===== config.mk =====
export PLATFORM = sky130hd
export DESIGN_NAME = ehlo_extension_keyword_parser
export DESIGN_NICKNAME = d
export VERILOG_FILES = /design/src/rtl/ehlo_pkg.sv /design/src/rtl/ehlo_extension_keyword_parser.sv
export SDC_FILE = /design/constraint.sdc
export NUM_CORES = 1
export LEC_CHECK = 0
export ABC_AREA = 1
export BUFFER_PORTS_ARGS = -buffer_cell sky130_fd_sc_hd__buf_2
export CAP_MARGIN = 5
export CORE_MARGIN = 4
export CORE_UTILIZATION = 34
export CTS_BUF_LIST = sky130_fd_sc_hd__clkbuf_8
export DETAILED_ROUTE_END_ITERATION = 16
export GPL_TIMING_DRIVEN = 0
export PLACE_DENSITY_LB_ADDON = 0.05
export SETUP_SLACK_MARGIN = 0.4
export SKIP_CTS_REPAIR_TIMING = 1
export SKIP_LAST_GASP = 1
export SLEW_MARGIN = 20
export SYNTH_ARGS = -nofsm -noshare
export SYNTH_HDL_FRONTEND = slang
export SYNTH_SLANG_ARGS = --single-unit

===== constraint.sdc =====
create_clock -name clk -period 3.25 [get_ports clk]
set_clock_uncertainty 0.2 [all_clocks]
set_input_delay 0.4875 -clock clk [delete_from_list [all_inputs] [get_ports clk]]
set_output_delay 0.4875 -clock clk [all_outputs]
set_load 0.05 [all_outputs]

===== src/rtl/ehlo_pkg.sv =====
// ---------------------------------------------------------------------------
// EHLO parser package
// Parse phases, parser state, keyword table and the per-byte update functions.
// ---------------------------------------------------------------------------
package ehlo_pkg;

	localparam int NUM_KW = 7;

	localparam logic [7:0] CH_NUL   = 8'h00;
	localparam logic [7:0] CH_TAB   = 8'h09;
	localparam logic [7:0] CH_NL    = 8'h0a;
	localparam logic [7:0] CH_SPACE = 8'h20;
	localparam logic [7:0] CH_DASH  = 8'h2d;

	typedef enum logic [2:0] {
		PH_FIRST  = 3'd0,
		PH_PREFIX = 3'd1,
		PH_BLANK  = 3'd2,
		PH_TOKEN  = 3'd3,
		PH_EOL    = 3'd4
	} phase_t;

	typedef struct packed {
		logic                stopped;
		phase_t              phase;
		logic [1:0]          pcount;
		logic [3:0]          pos;
		logic [NUM_KW-1:0]   cand;
		logic [NUM_KW-1:0]   found;
	} parse_st_t;

	localparam parse_st_t ST_RESET = '{
		stopped: 1'b0,
		phase:   PH_FIRST,
		pcount:  2'd0,
		pos:     4'd0,
		cand:    {NUM_KW{1'b1}},
		found:   {NUM_KW{1'b0}}
	};

	// keywords left-justified in 16 characters, zero padded
	localparam logic [127:0] KW_ROW [NUM_KW] = '{
		{"8BITMIME",   64'h0},
		{"AUTH",       96'h0},
		{"DSN",        104'h0},
		{"PIPELINING", 48'h0},
		{"SIZE",       96'h0},
		{"SMTPUTF8",   64'h0},
		{"STARTTLS",   64'h0}
	};

	function automatic logic [7:0] kw_char(input logic [2:0] k, input logic [3:0] pos);
		logic [127:0] row;
		row = KW_ROW[k];
		return row[8*(15-pos) +: 8];
	endfunction

	function automatic logic is_token_char(input logic [7:0] b);
		return (b == CH_DASH) || (b >= "0" && b <= "9") ||
			(b >= "A" && b <= "Z") || (b >= "a" && b <= "z");
	endfunction

	function automatic parse_st_t token_add(input parse_st_t st, input logic [7:0] b);
		parse_st_t  r;
		logic [7:0] c;
		r = st;
		c = (b >= "a" && b <= "z") ? (b - 8'd32) : b;
		for (int k = 0; k < NUM_KW; k++) begin
			if (kw_char(3'(k), st.pos) != c)
				r.cand[k] = 1'b0;
		end
		if (st.pos != 4'd15)
			r.pos = st.pos + 4'd1;
		return r;
	endfunction

	function automatic parse_st_t token_finish(input parse_st_t st);
		parse_st_t r;
		r = st;
		for (int k = 0; k < NUM_KW; k++) begin
			if (st.cand[k] && kw_char(3'(k), st.pos) == CH_NUL)
				r.found[k] = 1'b1;
		end
		return r;
	endfunction

	function automatic parse_st_t rest_of_line(input parse_st_t st, input logic [7:0] b);
		parse_st_t r;
		r = st;
		if (b == CH_NUL) begin
			r.stopped = 1'b1;
		end else if (b == CH_NL) begin
			r.phase  = PH_PREFIX;
			r.pcount = 2'd0;
		end else begin
			r.phase = PH_EOL;
		end
		return r;
	endfunction

endpackage


===== src/rtl/ehlo_extension_keyword_parser.sv =====
// ---------------------------------------------------------------------------
// EHLO extension keyword parser
// Scans an SMTP EHLO/LHLO reply byte by byte and reports the extensions found.
// ---------------------------------------------------------------------------
// channel | signals                               | transaction
// --------+---------------------------------------+---------------------------
// data    | data_valid data_ready data_byte       | one reply byte
//         | last_byte                             |
// mask    | mask_valid mask_ready extension_mask  | one mask per reply
//
// One byte per cycle while the output is not stalled; a byte passes the
// input register, then the phase update, and its mask (last byte only)
// lands in the output register.
// Reset clears the parser state and both stage valids.
// Only a last byte waits on a full, stalled output register.
// ---------------------------------------------------------------------------
module ehlo_extension_keyword_parser
	import ehlo_pkg::*;
(
	input  logic              clk,
	input  logic              arst_n,
	input  logic              data_valid,
	output logic              data_ready,
	input  logic [7:0]        data_byte,
	input  logic              last_byte,
	output logic              mask_valid,
	input  logic              mask_ready,
	output logic [NUM_KW-1:0] extension_mask
);

	logic              valid_s1;
	logic [7:0]        byte_s1;
	logic              last_s1;
	parse_st_t         st_q;
	parse_st_t         st_step;
	parse_st_t         st_d;
	logic [NUM_KW-1:0] result;
	logic              go;
	logic              mask_valid_q;
	logic [NUM_KW-1:0] mask_q;

	assign go         = valid_s1 && (!last_s1 || !mask_valid_q || mask_ready);
	assign data_ready = !valid_s1 || go;
	assign mask_valid     = mask_valid_q;
	assign extension_mask = mask_q;

	always_comb begin
		st_step = st_q;
		if (!st_q.stopped) begin
			unique case (st_q.phase)
				PH_FIRST: begin
					if (byte_s1 == CH_NUL) begin
						st_step.stopped = 1'b1;
					end else if (byte_s1 == CH_NL) begin
						st_step.phase  = PH_PREFIX;
						st_step.pcount = 2'd0;
					end
				end
				PH_PREFIX: begin
					if (byte_s1 == CH_NUL) begin
						st_step.stopped = 1'b1;
					end else if (st_q.pcount == 2'd3) begin
						st_step.pcount = 2'd0;
						st_step.phase  = PH_BLANK;
					end else begin
						st_step.pcount = st_q.pcount + 2'd1;
					end
				end
				PH_BLANK: begin
					if (byte_s1 == CH_NUL) begin
						st_step.stopped = 1'b1;
					end else if (byte_s1 == CH_TAB || byte_s1 == CH_SPACE ||
						byte_s1 == CH_DASH) begin
						st_step = st_q;
					end else if (is_token_char(byte_s1)) begin
						st_step.pos   = 4'd0;
						st_step.cand  = {NUM_KW{1'b1}};
						st_step.phase = PH_TOKEN;
						st_step       = token_add(st_step, byte_s1);
					end else begin
						st_step = rest_of_line(st_q, byte_s1);
					end
				end
				PH_TOKEN: begin
					if (is_token_char(byte_s1))
						st_step = token_add(st_q, byte_s1);
					else
						st_step = rest_of_line(token_finish(st_q), byte_s1);
				end
				default: begin
					st_step = rest_of_line(st_q, byte_s1);
				end
			endcase
		end

		// end of reply inside a token still closes the token
		if (!st_step.stopped && st_step.phase == PH_TOKEN)
			result = token_finish(st_step).found;
		else
			result = st_step.found;

		st_d = last_s1 ? ST_RESET : st_step;
	end

	always_ff @(posedge clk or negedge arst_n) begin
		if (!arst_n) begin
			valid_s1     <= 1'b0;
			st_q         <= ST_RESET;
			mask_valid_q <= 1'b0;
		end else begin
			if (data_ready)
				valid_s1 <= data_valid;
			if (go)
				st_q <= st_d;
			if (go && last_s1)
				mask_valid_q <= 1'b1;
			else if (mask_ready)
				mask_valid_q <= 1'b0;
		end
	end

	always_ff @(posedge clk) begin
		if (data_valid && data_ready) begin
			byte_s1 <= data_byte;
			last_s1 <= last_byte;
		end
		if (go && last_s1)
			mask_q <= result;
	end

endmodule


==> summary.md, run 1 <==
| Metric | Value |
|---|---|
| Mapped Cells | `589` |
| Ranking of synthesized cells by area | `nand2_1 (15%), edfxtp_1 (12%), dfrtp_1 (12%)` |
| Internal power | `0.000906 W` |
| Final Hold Fails | `0` |
| Top FF cell, synth | `dfrtp_1` |
| FMAX | `353 MHz` |
| Total gr overflow | `0` |
| Commonest cells after routing, fill and taps aside | `nand2_1 (144), inv_1 (61), nand3_1 (57)` |
| CTS Sinks | `42` |
| Routed wire length per instance | `17.1 um` |
| Worst path bufs/invs | `5` |
| Sw Ratio | `30.9%` |
| Residual DRC count | `0` |
| GRT Total Usage | `between 15 and 20%` |
| DR pass1 iterations | `5` |
| Worst EP arrival | `2.82 ns` |
| Largest net degree at the start of global routing | `27` |
| Fin nets | `685` |
| Clock-pin slew on the worst setup and hold paths | `0.09 ns` |
| Inserted Clock Buffers | `5` |
| Most common cell after layout, fill and taps aside | `nand2_1` |
| Met1 GRT Util | `27.6%` |
| Max-cap viol count | `0` |
| #FFs+latches synth | `42` |
| Setup TNS | `0 ns` |
| Met2 Usage GRT | `33.6%` |
| Unrepaired setup endpoints after global routing | `true` |
| GR peak layer | `met2` |
| Antenna violations before repair | `0` |
| Synth-to-Final Area Change | `25.0%` |
| Worst min-delay path class | `primary input to async pin` |
| Top-area cell type share of the netlist area | `around 15%` |
| Crit path time final | `2.84 ns` |
| Gate power share | `22.7%` |
| Width of the die | `116 um` |
| Vias in the first global route | `3860` |
| Async set-reset flop share out of synthesis | `61.9%` |
| Post-Syn Area | `3970 sq um` |
| Multi-input logic area | `2620 sq um` |
| Fin worst setup slack | `0.414 ns` |
| Initial DRC Count | `roughly 230` |
| Synthesized area per cell | `6.74 sq um` |
| Routed Antenna Nets | `0` |
| Leading area contributor after synthesis | `nand2_1` |
| Root Buffer | `clkbuf_8` |
| Post-DP Area | `~4300 sq um` |
| Final Cell Area | `slightly below 5000 sq um` |
| Placer Congestion | `about 0.90` |
| Family with the most delay on the worst path | `simple AND/OR/NAND/NOR gates` |
| Core area | `11400 sq um` |
| Grt met3 use | `under 10%` |
| Yosys warns | `0` |
| WHS | `a little over 0.003 ns` |
| Initial Util | `a little over a third` |
| Share of layout cells above drive strength 1 | `about 29%` |
| Fill cells | `1230` |
| Hpwl dp | `approximately 10000 um` |
| Number of synthesized flops with an enable pin | `16` |
| Setup crit end kind | `flip-flop` |
| CTS tree | `yes` |
| Die area | `13500 sq um` |
| Crit share post-route | `just under 90%` |
| # diodes | `0` |
| Slowest cell on the critical path | `edfxtp_1` |
| VDD IR max | `roughly 160 uV` |
| Slew HR | `50.0%` |
| Via/cell ratio | `about 5.2` |
| Detailed Route WL | `13600 um` |
| Status | `finished clean` |
| Htree depth | `2` |
| Setup CP Type | `flip-flop to flip-flop` |
| Clock Power Share | `32.0%` |
| Crit path launch type | `flip-flop` |
| Register Area | `about 1100 sq um` |
| First-pass GRT wire length | `20800 um` |
| Place WS | `-0.0646 ns` |
| Worst-path fanout max | `10` |
| CP peak stage delay | `0.41 ns` |
| Worst-path cell chain | `buf_6, clkinv_8, nand2_2, nor2_4, buf_12, nand2_4, inv_4, nor2_4, nand2_4, nand2_1, nand2_1, nand2_2, nor2_4, inv_2, ha_4, or2_4, nor2_2, nand2_1, nand2_1, nand2_1, nand2_1` |
| P per Cell Area | `264 nW/um^2` |
| Sequential share of power | `45.3%` |
| Sw power | `just over 0.0004 W` |
| Setup Viol. Count Final | `0` |
| Distinct cells, synth | `48` |
| Site Rows | `39` |
| Leak | `around 2.3 nW` |
| Least-Margin Pin Slew | `~0.75 ns` |
| Register area share after synthesis | `28.7%` |
| Most common cell on crit path | `nand2_1` |
| Final slew viol count | `0` |
| Routed vias | `4145` |
| Final core utilization | `between 40% and 50%` |
| Max Buffers Root-to-Sink | `2` |
| Later-pin clock latency in the skew report | `0.30 ns` |
| Chip height | `116 um` |
| Syn nets | `620` |
| IO Pins | `22` |
| IO buf count | `21` |
| Req. time, crit path | `between 3 and 4 ns` |
-- sequential cells by signal, indices dropped and copies added (netlist names) --
name / count
st_q: 24
extension_mask: 7
byte_s1: 8
mask_valid: 1
last_s1: 1
valid_s1: 1
-- area by class of cell --
cell class                      count  share of cell area [%]
Buffer                             18                    3.00
Multi-Input combinational cell    444                    52.8
Clock buffer                        5                    1.39
Sequential cell                    42                    23.0
Inverter                           85                    7.29
Clock inverter                      3                   0.807
Tap cell                          143                    3.60
Timing Repair Buffer               58                    8.14
-- worst reg2reg max path, delay by kind of cell (launching register included) --
family                   cells  cell delay [ns]
flip-flops                   1             0.41
buffers and inverters        5             0.55
AND/OR/NAND/NOR             15             1.34
adder cells (fa/ha/maj)      1             0.21
-- cells in the mapped netlist, types with 4 or more instances --
master,number
nor2_1,55
buf_2,8
nor2_4,5
edfxtp_1,16
xor2_1,22
o21ai_0,29
inv_2,14
o22ai_1,4
o21ai_1,8
ha_1,18
a211oi_1,7
dfrtp_1,19
nand2_2,8
or2_2,4
dfstp_2,7
nand2_1,157
nand4_1,14
nand3_1,62
nor2_2,5
nor3_1,9
a21oi_1,12
inv_1,66
-- cell families after synthesis --
family | Yosys count | share of synthesized area [%]
adders and majority gates | 18 | 5.67
and+or+nand+nor | 330 | 38.2
AOI/OAI and AO/OA | 72 | 11.1
buffers and inverters | 103 | 11.1
xor gates and xnor gates | 24 | 5.29
DFF | 42 | 28.7
-- routing by layer --
layer	part of all wire, %	vias up	routed length (um)
met5	0	-	0
met4	1.5	0	199
met3	4.4	16	601
met2	48	93	6580
met1	46	1996	6240
li1	-	2040	-
-- stage by stage --
step / power (W) / cells
6_report: 0.00131 / 798
5_1_grt: 0.00137 / 798
4_1_cts: 0.00127 / 761
3_5_place_dp: 0.000847 / 753
3_3_place_gp: 0.000846 / 753
2_1_floorplan: 0.000772 / 589
-- worst paths after layout --
path | startpoint | to | slack, ns | cells past startpoint
worst max-delay path | byte_s1[2] | extension_mask[2] | 0.41 | 21
worst min-delay path | arst_n | st_q[16] | 0.003 | 1
worst max register to register | byte_s1[2] | extension_mask[2] | 0.41 | 21
worst min register to register | st_q[1] | st_q[1] | 0.33 | 2
max in group asynchronous | arst_n | st_q[15] | 2.38 | 1
min in group clk | last_byte | last_s1 | 0.15 | 1
-- power by group through the flow --
| stage | combinational [W] | clock, W | sequential [W] |
|---|---|---|---|
| finish | 0.000297 | 0.000420 | 0.000594 |
| global route | 0.000322 | 0.000452 | 0.000597 |
| detailed placement | 0.000245 | 0 | 0.000603 |
| floorplan | 0.000154 | 0 | 0.000618 |
| CTS | 0.000245 | 0.000435 | 0.000592 |
| global placement | 0.000243 | 0 | 0.000602 |
No activity file was read; power rests on OpenSTA's default activity.
==> inputs of run 2 (changes only) <==
--- a/config.mk
+++ b/config.mk
@@ -5,7 +5,6 @@
 export SDC_FILE = /design/constraint.sdc
 export NUM_CORES = 1
 export LEC_CHECK = 0
-export ABC_AREA = 1
 export BUFFER_PORTS_ARGS = -buffer_cell sky130_fd_sc_hd__buf_2
 export CAP_MARGIN = 5
 export CORE_MARGIN = 4
==> summary.md, run 2 <==
| Metric | Value |
|---|---|
| Worst path bufs/invs | `2 (-3)` |
| Share of layout cells above drive strength 1 | `22.6% (-5.9 points)` |
| Via/cell ratio | `5.98 (+15%)` |
| Dpl cells | `657 (-13%)` |
| Number of synthesized flops with an enable pin | `16 (unchanged)` |
| Met1 GRT Util | `28.2% (+0.66 points)` |
| Least-Margin Pin Slew | `0.722 ns (-0.0259 ns)` |
| Crit share post-route | `97.6% (+10 points)` |
| Routed wire length per instance | `20.3 um (+19%)` |
| Register Area | `1140 sq um (-0.11%)` |
| Distinct cells, synth | `70 (+46%)` |
| Mapped Cells | `493 (-16%)` |
| CTS tree | `yes` |
| Total gr overflow | `0 (unchanged)` |
| Max-cap viol count | `0 (unchanged)` |
| Grt met3 use | `2.92% (+0.31 points)` |
| Crit path launch type | `flip-flop` |
| Fin worst setup slack | `0.0782 ns (-0.336 ns)` |
| Max FFs per register | `24 (unchanged)` |
| Count leader, synth | `nor2_1` |
| Met2 Usage GRT | `33.9% (+0.27 points)` |
| Fin nets | `574 (-16%)` |
| Worst-path cell chain | `buf_6, or3_4, o31ai_4, nor2_4, or2_4, a311o_2, inv_2, ha_1, nor2_1, a41oi_1, o31ai_1` |
| Yosys warns | `0 (unchanged)` |
| Setup Viol. Count Final | `0 (unchanged)` |
| Place WS | `-0.375 ns (-0.310 ns)` |
| Top-area cell type share of the netlist area | `12.2% (-2.6 points)` |
| Worst min-delay path class | `primary input to async pin` |
| Post-Synth Simple-Gate Area | `25.3% (-13 points)` |
| Final Hold Fails | `10 (+10)` |
| Largest family of logic cells by synthesized area | `compound AO/OA/AOI/OAI gates` |
| # diodes | `0 (unchanged)` |
| Multi-input logic area | `2750 sq um (+5.0%)` |
| Antenna violations before repair | `0 (unchanged)` |
| Largest net degree at the start of global routing | `27 (unchanged)` |
| Most common cell after layout, fill and taps aside | `nor2_1` |
| Mux contribution to synthesized area | `0.764% (+0.76 points)` |
| Placer Congestion | `0.866 (-3.8%)` |
| Fill cells | `1172 (-4.7%)` |
| Synth-to-Final Area Change | `20.3%` |
| Synthesized area per cell | `7.97 sq um (+18%)` |
| Die area | `13300 sq um (-0.91%)` |
| Chip height | `116 um (-0.46%)` |
| Synth Area in Adders | `5.73% (+0.056 points)` |
| Family with the most delay on the worst path | `compound AO/OA/AOI/OAI gates` |
| Width of the die | `116 um (-0.46%)` |
| CTS Sinks | `42 (unchanged)` |
| IO buf count | `21 (unchanged)` |
| VDD IR max | `169 uV (+6.4%)` |
| Leak | `1.85 nW (-21%)` |
| Max Buffers Root-to-Sink | `2 (unchanged)` |
| Largest register by flop count | `st_q` |
| Site Rows | `39 (unchanged)` |
| Syn nets | `524 (-15%)` |
| Slew HR | `51.5% (+1.5 points)` |
| Worst EP arrival | `3.03 ns (+0.21 ns)` |
| P per Cell Area | `269 nW/um^2 (+1.8%)` |
| Final slew viol count | `0 (unchanged)` |
| CP peak stage delay | `0.46 ns (+0.05 ns)` |
| FMAX | `315 MHz (-11%)` |
| Commonest cells after routing, fill and taps aside | `nor2_1 (43), o21ai_0 (41), nand2_1 (30)` |
| Routed Antenna Nets | `0 (unchanged)` |
| Failing checks | `negative hold slack` |
| Inserted Clock Buffers | `5 (unchanged)` |
| GRT Total Usage | `20.5% (+0.54 points)` |
| Root Buffer | `clkbuf_8` |
| Clock-pin slew on the worst setup and hold paths | `0.10 ns (about the same)` |
| Setup CP Type | `flip-flop to flip-flop` |
| Setup crit end kind | `flip-flop` |
| Initial DRC Count | `317 (+40%)` |
| IO Pins | `22 (unchanged)` |
| Synth Area in Compound Gates | `28.9% (+18 points)` |
| Post-Layout Cell Count | `687 (-14%)` |
| DR pass1 iterations | `5 (unchanged)` |
| Async set-reset flop share out of synthesis | `61.9% (unchanged)` |
| Htree depth | `2 (unchanged)` |
| WHS | `-0.0277 ns (-0.0308 ns)` |
| Worst-path fanout max | `7 (-3)` |
| Core area | `11400 sq um (-0.43%)` |
| Routed vias | `4106 (-0.94%)` |
| Ranking of synthesized cells by area | `edfxtp_1 (12%), dfrtp_1 (12%), ha_1 (5.7%)` |
| Most instantiated cells after synthesis | `nor2_1 (45), o21ai_0 (44), clkbuf_1 (30), nand2_1 (30), a21oi_1 (29)` |
| Status | `finished, violations left` |
| Post-Syn Area | `3930 sq um (-0.98%)` |
| Post-synthesis xor/xnor area fraction | `4.46% (-0.84 points)` |
| Crit path time final | `3.17 ns (+0.336 ns)` |
| Slowest cell on the critical path | `a311o_2` |
| #FFs+latches synth | `42 (unchanged)` |
| Top FF cell, synth | `dfrtp_1` |
| Vias in the first global route | `3791 (-1.8%)` |
| Register area share after synthesis | `29.0% (+0.28 points)` |
| Detailed Route WL | `13900 um (+2.2%)` |
| Req. time, crit path | `3.10 ns (-0.13 ns)` |
| Later-pin clock latency in the skew report | `0.32 ns (+0.02 ns)` |
| First-pass GRT wire length | `21200 um (+2.0%)` |
| Residual DRC count | `0 (unchanged)` |
| Initial Util | `34.6% (-0.19 points)` |
| Leading area contributor after synthesis | `edfxtp_1` |
| Hpwl dp | `10300 um (+1.7%)` |
| GR peak layer | `met2` |
| Unrepaired setup endpoints after global routing | `true` |
## run 2: final cells by class
type | instances | share of cell area [%]
Buffer | 38 | 4.29
Clock buffer | 5 | 1.46
Clock inverter | 3 | 0.847
Inverter | 20 | 1.64
Multi-Input combinational cell | 393 | 58.1
Sequential cell | 42 | 24.1
Tap cell | 143 | 3.78
Timing Repair Buffer | 43 | 5.72
## run 2: logic make-up (layout without fill, tap and decap cells)
logic type,after synthesis,after routing
compound gates,166,166
mux,3,3
fa+ha+maj,18,18
buf+inv,58,109
simple gates,186,186
flops,42,42
xor+xnor,20,20
## run 2: metrics by stage
stage | setup TNS (ns) | instance area, sq um | power [W] | hold WS [ns] | utilization, %
floorplan | 0 | 3940 | 0.000744 | -0.00809 | -
finish | 0 | 4730 | 0.00127 | -0.0277 | 41.6
global placement | -2.65 | 4230 | 0.000814 | 0.289 | 37.2
global route | -0.0331 | 4730 | 0.00133 | 0.0198 | 41.6
detailed placement | -2.81 | 4230 | 0.000815 | 0.284 | 37.2
CTS | -3.01 | 4340 | 0.00125 | -0.00400 | 38.1
## run 2: worst reg2reg max path, stage by stage (launching register included)
cell and delay (ns):
edfxtp_1 0.45, buf_6 0.17, or3_4 0.40, o31ai_4 0.27, nor2_4 0.08, or2_4 0.26
a311o_2 0.46, inv_2 0.11, ha_1 0.17, nor2_1 0.05, a41oi_1 0.20, o31ai_1 0.11
## run 2: where the power goes
group | switching [W] | leakage [nW] | total, W | internal (W)
sequential | 0.0000114 | 0.490 | 0.000581 | 0.000569
combinational | 0.000168 | 1.30 | 0.000259 | 0.0000910
clock | 0.000206 | 0.0579 | 0.000433 | 0.000227
## run 2: layer usage
| metal | up-vias | share of wire, % |
|---|---|---|
| met3 | 16 | 4.9 |
| li1 | 1943 | - |
| met2 | 131 | 48 |
| met5 | - | 0 |
| met1 | 2016 | 46 |
| met4 | 0 | 1.7 |
## run 2: path summary, 6_finish.rpt
path,from,to,slack (ns),cells after the start
setup / recovery,byte_s1[2],extension_mask[2],0.08,11
hold / removal,arst_n,st_q[6],-0.03,1
setup reg to reg,byte_s1[2],extension_mask[2],0.08,11
hold reg to reg,st_q[13],st_q[13],0.30,1
max in group asynchronous,arst_n,st_q[14],2.43,1
min in group clk,last_byte,last_s1,0.15,1
